===== src/design/plti_pkg.sv =====
`timescale 1ns / 1ps
// ----------------------------------------------------------------------------
// plti_pkg
// shared widths, status codes and the scan token of the interpolation table
// ----------------------------------------------------------------------------
package plti_pkg;

	// field widths
	localparam int W       = 48;
	localparam int SEG_W   = 5;
	localparam int ST_W    = 3;
	localparam int IDX_W   = 5;
	localparam int CNT_W   = 6;

	// fraction bits of a value word, sets the above-range result
	localparam int VALUE_FRAC_BITS = 32;

	// stream packing
	localparam int S_TDATA_W  = 152;
	localparam int IN_IDX_LSB = 0;
	localparam int IN_DOM_LSB = IN_IDX_LSB + IDX_W;
	localparam int IN_VAL_LSB = IN_DOM_LSB + W;
	localparam int IN_QRY_LSB = IN_VAL_LSB + W;
	localparam int M_TDATA_W  = 56;
	localparam int OUT_SEG_LSB = W;

	// request kinds
	localparam logic KIND_LOAD  = 1'b0;
	localparam logic KIND_QUERY = 1'b1;

	// result status codes
	localparam logic [ST_W-1:0] STAT_EXACT  = 3'd0;
	localparam logic [ST_W-1:0] STAT_INTERP = 3'd1;
	localparam logic [ST_W-1:0] STAT_BELOW  = 3'd2;
	localparam logic [ST_W-1:0] STAT_ABOVE  = 3'd3;
	localparam logic [ST_W-1:0] STAT_LOAD   = 3'd4;

	// -1.0 in value fixed point
	localparam logic [W-1:0] ABOVE_VALUE = {W{1'b1}} << VALUE_FRAC_BITS;

	// token that walks the cell chain
	typedef struct packed {
		logic            done;
		logic [ST_W-1:0] status;
		logic [SEG_W-1:0] seg;
		logic [W-1:0]    q;
		logic [W-1:0]    d0;
		logic [W-1:0]    r0;
		logic [W-1:0]    d1;
		logic [W-1:0]    r1;
	} plti_tok_t;

endpackage


===== src/design/plti_cell.sv =====
`timescale 1ns / 1ps
// ----------------------------------------------------------------------------
// plti_cell
// one breakpoint entry plus one stage of the scan token chain
// ----------------------------------------------------------------------------
module plti_cell import plti_pkg::*; #(
	parameter int CELL_INDEX = 0
) (
	input  logic      clk,
	input  logic      arst_n,
	input  logic      active,
	input  logic      wr_en,
	input  logic [W-1:0] wr_domain,
	input  logic [W-1:0] wr_value,
	input  logic      in_valid,
	input  plti_tok_t in_tok,
	output logic      out_valid,
	output plti_tok_t out_tok
);

	localparam logic [SEG_W-1:0] SEG = SEG_W'(CELL_INDEX);

	logic [W-1:0] domain_q;
	logic [W-1:0] value_q;
	plti_tok_t    nxt;

	always_ff @(posedge clk) begin
		if (wr_en) begin
			domain_q <= wr_domain;
			value_q  <= wr_value;
		end
	end

	always_comb begin
		nxt = in_tok;
		if (active && !in_tok.done) begin
			if (domain_q == in_tok.q) begin
				nxt.done   = 1'b1;
				nxt.status = STAT_EXACT;
				nxt.seg    = SEG;
				nxt.r0     = value_q;
			end else if ($signed(in_tok.q) < $signed(domain_q)) begin
				nxt.done = 1'b1;
				if (CELL_INDEX == 0) begin
					nxt.status = STAT_BELOW;
					nxt.seg    = '0;
					nxt.r0     = value_q;
				end else begin
					// lower end stays in d0/r0 from the previous cell
					nxt.status = STAT_INTERP;
					nxt.seg    = SEG;
					nxt.d1     = domain_q;
					nxt.r1     = value_q;
				end
			end else begin
				nxt.d0 = domain_q;
				nxt.r0 = value_q;
			end
		end
	end

	always_ff @(posedge clk or negedge arst_n) begin
		if (!arst_n) begin
			out_valid <= 1'b0;
		end else begin
			out_valid <= in_valid;
		end
	end

	always_ff @(posedge clk) begin
		if (in_valid) begin
			out_tok <= nxt;
		end
	end

endmodule


===== config.mk =====
export PLATFORM = sky130hd
export DESIGN_NAME = plti_cell
export DESIGN_NICKNAME = d
export VERILOG_FILES = /design/src/design/plti_pkg.sv /design/src/design/plti_cell.sv
export SDC_FILE = /design/constraint.sdc
export NUM_CORES = 1
export LEC_CHECK = 0
export ABC_CLOCK_PERIOD_IN_PS = 3100
export BUFFER_PORTS_ARGS = -buffer_cell sky130_fd_sc_hd__buf_2
export CAP_MARGIN = 0
export CORE_AREA = 2 2 234 236
export DETAILED_ROUTE_END_ITERATION = 10
export DIE_AREA = 0 0 236 238
export PLACE_DENSITY = 0.52
export REMOVE_ABC_BUFFERS = 1
export SYNTH_ARGS = -nofsm -noshare
export SYNTH_HDL_FRONTEND = slang
export SYNTH_SLANG_ARGS = --single-unit

===== constraint.sdc =====
create_clock -name clk -period 3.1 [get_ports clk]
set_input_delay 0 -clock clk [delete_from_list [all_inputs] [get_ports clk]]
set_output_delay 0 -clock clk [all_outputs]
set_load 0.05 [all_outputs]

==> flow_metrics.env <==
export IMPL_finalCriticalPeriod_ns=2.96
export IMPL_drive_gt1_share_pct=47.3
export IMPL_syn_area_sq_um=13000
export IMPL_reg2reg_slack_ns=0.14
export IMPL_gp_congestion=0.798
export IMPL_max_cap_violations=0
export IMPL_ys_flop_type="edfxtp_1"
export IMPL_via_count=9630
export IMPL_drtIter0Drc=330
export IMPL_synthCells=642
export IMPL_tightest_slew_ns=0.736
export IMPL_p_leak_nw=9.41
export IMPL_netlist_cell_type_count=40
export IMPL_antenna_found_initial=1
export IMPL_fin_util_pct=41.2
export IMPL_top_layer="met5"
export IMPL_p_per_area_nw_per_um2=593
export IMPL_layout_common_cells="597 x buf_2, 350 x dlygate4sd3_1, 345 x edfxtp_1"
export IMPL_final_cells=2372
export IMPL_clockRootBuffer="clkbuf_16"
export IMPL_avgSynthCellArea_sq_um=20.2
export IMPL_die_w_um=236
export IMPL_grt_pass1_wl_um=64400
export IMPL_arrival_ns=3.25
export IMPL_htreeDepth=2
export IMPL_syn_to_final_growth_pct=69.7
export IMPL_yosys_area_top_type="edfxtp_1"
export IMPL_clock_latency_ns=0.56
export IMPL_clk_path_buf_depth=3
export IMPL_hold_path_class="in2reg"
export IMPL_peakVddDrop_mv=0.391
export IMPL_core_rowCount=85
export IMPL_slew_violations=0
export IMPL_wl_um=44700
export IMPL_grt_total_usage_pct=15.1
export IMPL_clkSinkCount=346
export IMPL_synthTopCellsByArea="edfxtp_1 80%, mux2_2 6.6%, ha_1 4.6%"
export IMPL_required_ns=3.39
export IMPL_r2r_cells=11
export IMPL_synth_seq_area_share_pct=80.0
export IMPL_setup_violations=0
export IMPL_wl_per_cell_um=18.9
export IMPL_place_area_sq_um=17000
export IMPL_ys_ff_latch=346
export IMPL_holdCritStartpoint="wr_value[26]"
export IMPL_fin_area_sq_um=22000
export IMPL_detailedPlace_worstSlack_ns=0.0836
export IMPL_fmax_mhz=338
export IMPL_ys_warn_count=0
export IMPL_skew_ns=0.0262
export IMPL_hold_path_depth=2
export IMPL_synth_edf_count=345
export IMPL_hold_path_end="value_q[26]"
export IMPL_outcome="complete, no violations"
export IMPL_postRouteAntennaNets=0
export IMPL_io_buffers=599
export IMPL_dp_hpwl_um=30700
export IMPL_wl_met3_um=2820
export IMPL_fp_dieH_um=238
export IMPL_grt_pass1_vias=10600
export IMPL_core_sq_um=53500
export IMPL_fin_nets=2044
export IMPL_end_kind="register"
export IMPL_initial_core_util_pct=24.3
export IMPL_r2r_end="out_tok[159]"
export IMPL_critPathLaunchType="register"
export IMPL_wl_met2_um=23000
export IMPL_synth_top_cell_area_share_pct=79.8
export IMPL_cts_made_buffers=41
export IMPL_fin_crit_sh_pct=95.4
export IMPL_cts_tree="built"
export IMPL_dp_cells=1942
export IMPL_grt_max_degree=76
export IMPL_hold_viol=0
export IMPL_slew_limit_headroom_pct=50.9
export IMPL_finalWorstSetupSlack_ns=0.142
export IMPL_drt_met1_wl_um=17800
export IMPL_num_antenna_cells=0
export IMPL_clk_pin_slew_ns=0.06
export IMPL_crit_type="reg2reg"
export IMPL_worst_path_max_fanout=8
export IMPL_die_area_sq_um=56200
export IMPL_num_io_pins=600
export IMPL_grt_overflow=0
export IMPL_r2r_start="domain_q[27]"
export IMPL_ys_async_sr_fraction_pct=0.289
export IMPL_dr_pass1_iters=4
export IMPL_vias_per_cell=4.06
export IMPL_nFillCells=4921
export IMPL_drc=0
export IMPL_final_common_cell="buf_2"
==> layout make-up <==
cell class,instances,area [sq um],share of cell area [%]
inverters,50,188,0.852
flip-flops and latches,346,10400,47.1
well taps,696,871,3.95
multi-input cells,235,2400,10.9
repair buffers,972,6820,30.9
clock inverters,25,279,1.27
clock buffers,48,1090,4.97
==> registers in the layout, summed over array words and instances (netlist names) <==
| signal | flops |
|---|---|
| out_tok | 249 |
| domain_q | 48 |
| out_valid | 1 |
| value_q | 48 |
==> worst max-delay path: stages (launching register included) <==
cell       delay (ns)
edfxtp_1         0.35
inv_1            0.05
ha_1             0.31
nand4_1          0.27
nor4_4           0.39
o31a_1           0.21
o21bai_2         0.09
and3_4           0.20
o21bai_4         0.17
buf_12           0.16
clkbuf_16        0.16
mux2_2           0.33
==> per-layer routing <==
layer  track usage, %  vias to the layer above
met5                0                        -
met4             5.17                        2
met3             3.24                       69
li1                 -                     4524
met2             27.1                      366
met1             17.8                     4669
==> metrics by stage <==
| stage | setup TNS [ns] | power, mW | hold slack, ns |
|---|---|---|---|
| 2_1_floorplan | -6.86 | 6.99 | -0.296 |
| 3_3_place_gp | 0 | 7.74 | -0.224 |
| 3_5_place_dp | 0 | 7.76 | -0.223 |
| 4_1_cts | 0 | 13.2 | 0.107 |
| 5_1_grt | -0.0145 | 13.5 | 0.128 |
| 6_report | 0 | 13.1 | 0.149 |
==> kinds of logic after synthesis <==
family,share of synthesized area (%)
multiplexers,8.90
buffers and inverters,2.05
AO/OA/AOI/OAI,2.29
AND/OR/NAND/NOR,2.18
adder cells (fa/ha/maj),4.62
flip-flops,80.0
==> report_power, final <==
group	internal, mW	switching, mW	leakage (nW)
Clock	3.02	1.97	0.674
Combinational	0.871	1.50	5.35
Sequential	5.57	0.117	3.39
==> Yosys cell counts (all sizes together) (2+ instances only) <==
| library cell | instances |
|---|---|
| mux2 | 96 |
| nand3 | 4 |
| nor3 | 4 |
| and2b | 3 |
| nand4 | 11 |
| and3 | 3 |
| a21o | 3 |
| buf | 5 |
| edfxtp | 345 |
| a211oi | 2 |
| a21oi | 18 |
| nor2 | 6 |
| nor2b | 6 |
| o211ai | 4 |
| nand2 | 8 |
| clkbuf | 6 |
| o21ai | 5 |
| ha | 48 |
| nor4 | 3 |
| inv | 50 |
| o21bai | 2 |
==> worst max-delay path by stage <==
stage	cells past startpoint	end	from	slack [ns]
2_1_floorplan	10	out_tok[144]	domain_q[1]	-0.17
3_3_place_gp	12	out_tok[146]	domain_q[1]	0.12
3_5_place_dp	11	out_tok[163]	domain_q[7]	0.08
4_1_cts	12	out_tok[153]	domain_q[1]	0.06
5_1_grt	13	out_tok[166]	domain_q[10]	-0.01
6_report	11	out_tok[159]	domain_q[27]	0.14
==> what timing repair did <==
action | CTS | global route
endpoints found under the hold margin | 441 | 0
hold buffers | 350 | 0
setup endpoints to repair | 0 | 40
setup buffers | 0 | 4
resized for setup | 0 | 14
(Power assumes the default switching activity.)
