File: config.mk
export PLATFORM = sky130hd
export DESIGN_NAME = plti_muldiv
export DESIGN_NICKNAME = d
export VERILOG_FILES = /design/src/design/plti_pkg.sv /design/src/design/plti_muldiv.sv
export SDC_FILE = /design/constraint.sdc
export NUM_CORES = 2
export LEC_CHECK = 0
export BUFFER_PORTS_ARGS = -buffer_cell sky130_fd_sc_hd__buf_2
export CORE_MARGIN = 2
export CORE_UTILIZATION = 35
export DETAILED_ROUTE_END_ITERATION = 8
export GPL_ROUTABILITY_DRIVEN = 0
export HOLD_SLACK_MARGIN = 0.06
export SYNTH_ARGS = -nofsm -noshare
export SYNTH_HDL_FRONTEND = slang
export SYNTH_SLANG_ARGS = --single-unit
File: constraint.sdc
create_clock -name clk -period 10.45 [get_ports clk]
set_clock_uncertainty 0.2 [all_clocks]
set_input_delay 1.045 -clock clk [delete_from_list [all_inputs] [get_ports clk]]
set_output_delay 1.045 -clock clk [all_outputs]
set_load 0.02 [all_outputs]
File: src/design/plti_pkg.sv
`timescale 1ns / 1ps
// ----------------------------------------------------------------------------
// plti_pkg
// shared widths, status codes and the scan token of the interpolation table
// ----------------------------------------------------------------------------
package plti_pkg;

	// field widths
	localparam int W       = 48;
	localparam int SEG_W   = 5;
	localparam int ST_W    = 3;
	localparam int IDX_W   = 5;
	localparam int CNT_W   = 6;

	// fraction bits of a value word, sets the above-range result
	localparam int VALUE_FRAC_BITS = 32;

	// stream packing
	localparam int S_TDATA_W  = 152;
	localparam int IN_IDX_LSB = 0;
	localparam int IN_DOM_LSB = IN_IDX_LSB + IDX_W;
	localparam int IN_VAL_LSB = IN_DOM_LSB + W;
	localparam int IN_QRY_LSB = IN_VAL_LSB + W;
	localparam int M_TDATA_W  = 56;
	localparam int OUT_SEG_LSB = W;

	// request kinds
	localparam logic KIND_LOAD  = 1'b0;
	localparam logic KIND_QUERY = 1'b1;

	// result status codes
	localparam logic [ST_W-1:0] STAT_EXACT  = 3'd0;
	localparam logic [ST_W-1:0] STAT_INTERP = 3'd1;
	localparam logic [ST_W-1:0] STAT_BELOW  = 3'd2;
	localparam logic [ST_W-1:0] STAT_ABOVE  = 3'd3;
	localparam logic [ST_W-1:0] STAT_LOAD   = 3'd4;

	// -1.0 in value fixed point
	localparam logic [W-1:0] ABOVE_VALUE = {W{1'b1}} << VALUE_FRAC_BITS;

	// token that walks the cell chain
	typedef struct packed {
		logic            done;
		logic [ST_W-1:0] status;
		logic [SEG_W-1:0] seg;
		logic [W-1:0]    q;
		logic [W-1:0]    d0;
		logic [W-1:0]    r0;
		logic [W-1:0]    d1;
		logic [W-1:0]    r1;
	} plti_tok_t;

endpackage

File: src/design/plti_muldiv.sv
`timescale 1ns / 1ps
// ----------------------------------------------------------------------------
// plti_muldiv
// mag * num / den, truncated; chunked multiply then restoring divide
// ----------------------------------------------------------------------------
module plti_muldiv import plti_pkg::*; (
	input  logic         clk,
	input  logic         arst_n,
	input  logic         start,
	input  logic [W-1:0] mag,
	input  logic [W-1:0] num,
	input  logic [W-1:0] den,
	output logic         done,
	output logic [W-1:0] quo
);

	localparam int MUL_CHUNK = 16;
	localparam int MUL_STEPS = W / MUL_CHUNK;
	localparam int DIV_STEPS = W;
	localparam int PROD_W    = 2 * W;
	localparam int STEP_W    = 6;

	typedef enum logic [2:0] {
		MD_IDLE = 3'b001,
		MD_MUL  = 3'b010,
		MD_DIV  = 3'b100
	} md_state_t;

	md_state_t             state_q;
	logic [STEP_W-1:0]     cnt_q;
	logic [W-1:0]          mag_q;
	logic [W-1:0]          num_q;
	logic [W-1:0]          den_q;
	logic [PROD_W-1:0]     acc_q;
	logic                  done_q;
	logic [W+MUL_CHUNK-1:0] pp;
	logic [W:0]            trial;

	assign pp    = mag_q * num_q[W-1 -: MUL_CHUNK];
	// partial remainder with the next dividend bit against the divisor
	assign trial = acc_q[PROD_W-1 -: W+1] - {1'b0, den_q};

	always_ff @(posedge clk or negedge arst_n) begin
		if (!arst_n) begin
			state_q <= MD_IDLE;
			cnt_q   <= '0;
			done_q  <= 1'b0;
		end else begin
			done_q <= 1'b0;
			case (state_q)
				MD_IDLE: begin
					if (start) begin
						state_q <= MD_MUL;
						cnt_q   <= '0;
					end
				end
				MD_MUL: begin
					if (cnt_q == STEP_W'(MUL_STEPS - 1)) begin
						state_q <= MD_DIV;
						cnt_q   <= '0;
					end else begin
						cnt_q <= cnt_q + 1'b1;
					end
				end
				MD_DIV: begin
					if (cnt_q == STEP_W'(DIV_STEPS - 1)) begin
						state_q <= MD_IDLE;
						done_q  <= 1'b1;
					end else begin
						cnt_q <= cnt_q + 1'b1;
					end
				end
				default: begin
					state_q <= MD_IDLE;
				end
			endcase
		end
	end

	always_ff @(posedge clk) begin
		case (state_q)
			MD_IDLE: begin
				if (start) begin
					mag_q <= mag;
					num_q <= num;
					den_q <= den;
					acc_q <= '0;
				end
			end
			MD_MUL: begin
				acc_q <= (acc_q << MUL_CHUNK) + PROD_W'(pp);
				num_q <= num_q << MUL_CHUNK;
			end
			MD_DIV: begin
				if (!trial[W]) begin
					acc_q <= {trial[W-1:0], acc_q[W-2:0], 1'b1};
				end else begin
					acc_q <= {acc_q[PROD_W-2:0], 1'b0};
				end
			end
			default: begin
				acc_q <= acc_q;
			end
		endcase
	end

	assign done = done_q;
	assign quo  = acc_q[W-1:0];

endmodule

==> results.json <==
{
  "status": "finished clean",
  "synth_top_family_by_area": "adder cells",
  "via_per_inst": 5.06,
  "arrival_ns": 8.76,
  "die_area_um2": 116000,
  "max_slew_margin_pct": 20.4,
  "hp-class": "in -> async",
  "first_pass_iters": 6,
  "area_growth_pct": 8.08,
  "switching_power_mw": 0.562,
  "crit_path_cell_trace": "buf_4 -> and2_1 -> fa_1 -> fa_1 -> fa_1 -> fa_1 -> fa_1 -> inv_1 -> fa_1 -> inv_1 -> ha_1 -> a21oi_1 -> o21ai_0 -> a221oi_1 -> a31oi_1 -> a211o_1 -> o2111ai_1 -> a2111oi_0 -> xnor2_1 -> o22ai_1",
  "port_buffers": 195,
  "avgSynthCellArea_um2": 9.01,
  "rsz0062_at_grt": "no",
  "slew_violations": 0,
  "clock-sinks": 250,
  "grt_usage_pct": 20.2,
  "cts-root-buf": "clkbuf_16",
  "post_drt_wl_per_cell_um": 19.3,
  "crit_start": "num_q[46]",
  "power.leakage_nw": 20.5,
  "drc": 0,
  "post-route-util_pct": 38.0,
  "ys_seq_elements": 250,
  "fmax_mhz": 115,
  "clkPwrFrac_pct": 53.9,
  "muxShareOfSynthArea_pct": 0.786,
  "antenna_found_initial": 6,
  "grt_pass1_wl_mm": 182,
  "synth-simple-area-share_pct": 15.2,
  "max-clock-path-buffers": 3,
  "power_density_nw_per_um2": 57.6,
  "ys_warn_count": 0,
  "synth_fp_nets": 5420,
  "core_um2": 112000,
  "row_count": 123,
  "synth_most_common_cell": "inv_1",
  "synth_cells": 4380,
  "power.internal_mw": 1.90,
  "cts_hold_buf": 0,
  "dp_hpwl_mm": 90.6,
  "synth_top_area_share_pct": 35.0,
  "finalWirelength_mm": 115,
  "slowest_stage": "edfxtp_1",
  "postCtsSetupBuffers": 0,
  "setup_viol": 0,
  "combPwrFrac_pct": 1.7,
  "multi_input_area_um2": 27200,
  "clk_pin_slew_ns": 0.06,
  "maxCapViolations": 0,
  "tritoncts": "yes",
  "critPathBufInv": 3,
  "finalNetCount": 5431,
  "dr.first_iter.drc_count": 2116,
  "finalSetupTns_ns": 0,
  "grt_pass1_vias": 31700,
  "synth-adder-area-share_pct": 41.4,
  "synth_xor_area_share_pct": 2.82,
  "seq_power_share_pct": 44.4,
  "cpMostUsedCell": "fa_1",
  "ioPinCount": 196,
  "drtAntennaViolNets": 0,
  "yosysUniqueCellTypes": 74,
  "overflow": 0,
  "clk_latency_ns": 0.62,
  "synth_top_cell_by_area": "fa_1",
  "worstPathRequired_ns": 10.54,
  "crit_path_max_fanout": 23,
  "synthTopCellsByArea": "fa_1 (35%), edfxtp_1 (18%), inv_1 (9.5%)",
  "synthesis.area_um2": 39500,
  "ir_worst_vdd_mv": 0.112,
  "fillerInstances": 11400,
  "synth_edf_count": 240,
  "drive_gt1_share_pct": 6.75,
  "synth-compound-area-share_pct": 8.46,
  "cp_top_family": "adder cells",
  "critPathCaptureType": "flip-flop",
  "cts_buffers": 36,
  "fin_crit_ns": 8.68,
  "swShare_pct": 22.8,
  "crit_type": "reg -> reg",
  "start_kind": "flip-flop",
  "regArea_um2": 7460,
  "async_reset_ff_share_pct": 4.00,
  "synth_flop_cell": "edfxtp_1",
  "grt_start_max_net_pins": 83,
  "initial_core_util_pct": 35.2,
  "die_h_um": 340,
  "route.vias.total": 29900,
  "tightestPinTransition_ns": 1.19,
  "htreeDepth": 2,
  "hold_viol": 0,
  "ctsResizeCount": 0,
  "period_share_pct": 83.0,
  "synth_top_cells_by_count": "inv_1 (1000), nand2_1 (752), fa_1 (691)",
  "max_stage_delay_ns": 1.10,
  "yosysSeqAreaShare_pct": 18.9,
  "r2r-start": "num_q[46]",
  "die_w_um": 340
}
## worst reg2reg max path, delay by kind of cell (launching register included)
kind | cells | cell delay (ns)
compound gates | 8 | 2.84
simple gates | 1 | 0.20
buf+inv | 3 | 0.55
fa+ha+maj | 7 | 3.27
xor+xnor | 1 | 0.21
flops | 1 | 1.10
## power groups by stage
| stage | sequential (mW) | clock [mW] | combinational (mW) |
|---|---|---|---|
| after CTS | 1.09 | 1.37 | 0.0432 |
| after global placement | 1.11 | 0 | 0.0437 |
| final | 1.09 | 1.33 | 0.0423 |
| after global routing | 1.09 | 1.40 | 0.0474 |
| after detailed placement | 1.11 | 0 | 0.0429 |
| after floorplan | 1.11 | 0 | 0.00662 |
## placed cells by master, fill, tap and decap left out, types with 11 or more instances in the layout
cell type and count:
a211oi_1 11, a21o_1 48, a21oi_1 155, a31oi_1 18
and2_1 280, and3_1 18, buf_2 195, buf_4 27
clkbuf_16 36, edfxtp_1 240, fa_1 691, ha_1 202
inv_1 999, mux2i_1 31, nand2_1 750, nand2b_1 11
nand3_1 36, nand4_1 36, nor2_1 84, nor3_1 30
o211ai_1 16, o21a_1 14, o21ai_0 101, o21bai_1 26
o22ai_1 65, xnor2_1 80, xor2_1 47
## state kept, by name, indices dropped and copies added (netlist names)
register,count
mag_q,48
acc_q,96
cnt_q,6
den_q,48
state_q,3
num_q,48
done,1
## per-layer routing
metal / vias to the layer above / track usage, % / share of wire [%]
met1: 15300 / 27.4 / 43
li1: 13500 / - / -
met4: 2 / 5.13 / 2.4
met2: 1040 / 33.6 / 47
met5: - / 0 / 0.011
met3: 166 / 3.20 / 7.1
## cells by family after synthesis
| logic type | Yosys count |
|---|---|
| fa+ha+maj | 893 |
| buf+inv | 1249 |
| flops | 250 |
| compound gates | 534 |
| simple gates | 1296 |
| xor+xnor | 127 |
| mux | 31 |
## area by class of cell
class | count | area share, %
antenna | 1 | 0.00586
clock buffer | 44 | 2.23
clock inverter | 21 | 0.704
inverter | 1000 | 8.80
multi-input combinational | 2881 | 63.6
sequential | 250 | 17.5
tap | 1500 | 4.40
timing repair buffer | 222 | 2.76
## final timing paths
kind | to | slack (ns) | depth (start not counted)
max | acc_q[93] | 1.77 | 20
min reg2reg | num_q[40] | 0.31 | 2
min | state_q[1] | 0.10 | 1
max reg2reg | acc_q[93] | 1.77 | 20
max in group asynchronous | state_q[0] | 9.69 | 1
min in group clk | num_q[40] | 0.31 | 2
## per-stage QoR
step | hold slack, ns | power, mW | worst slack, ns | cell area (µm²) | cells
final | 0.104 | 2.46 | 1.77 | 42700 | 5919
after global routing | 0.0963 | 2.54 | 1.41 | 42700 | 5919
after CTS | 0.0710 | 2.50 | 1.79 | 42700 | 5918
after detailed placement | 0.294 | 1.15 | 1.79 | 41400 | 5853
after global placement | 0.287 | 1.16 | 1.90 | 41400 | 5853
after floorplan | 0.284 | 1.12 | 2.36 | 39500 | 4380
No activity file was read; power rests on OpenSTA's default activity.
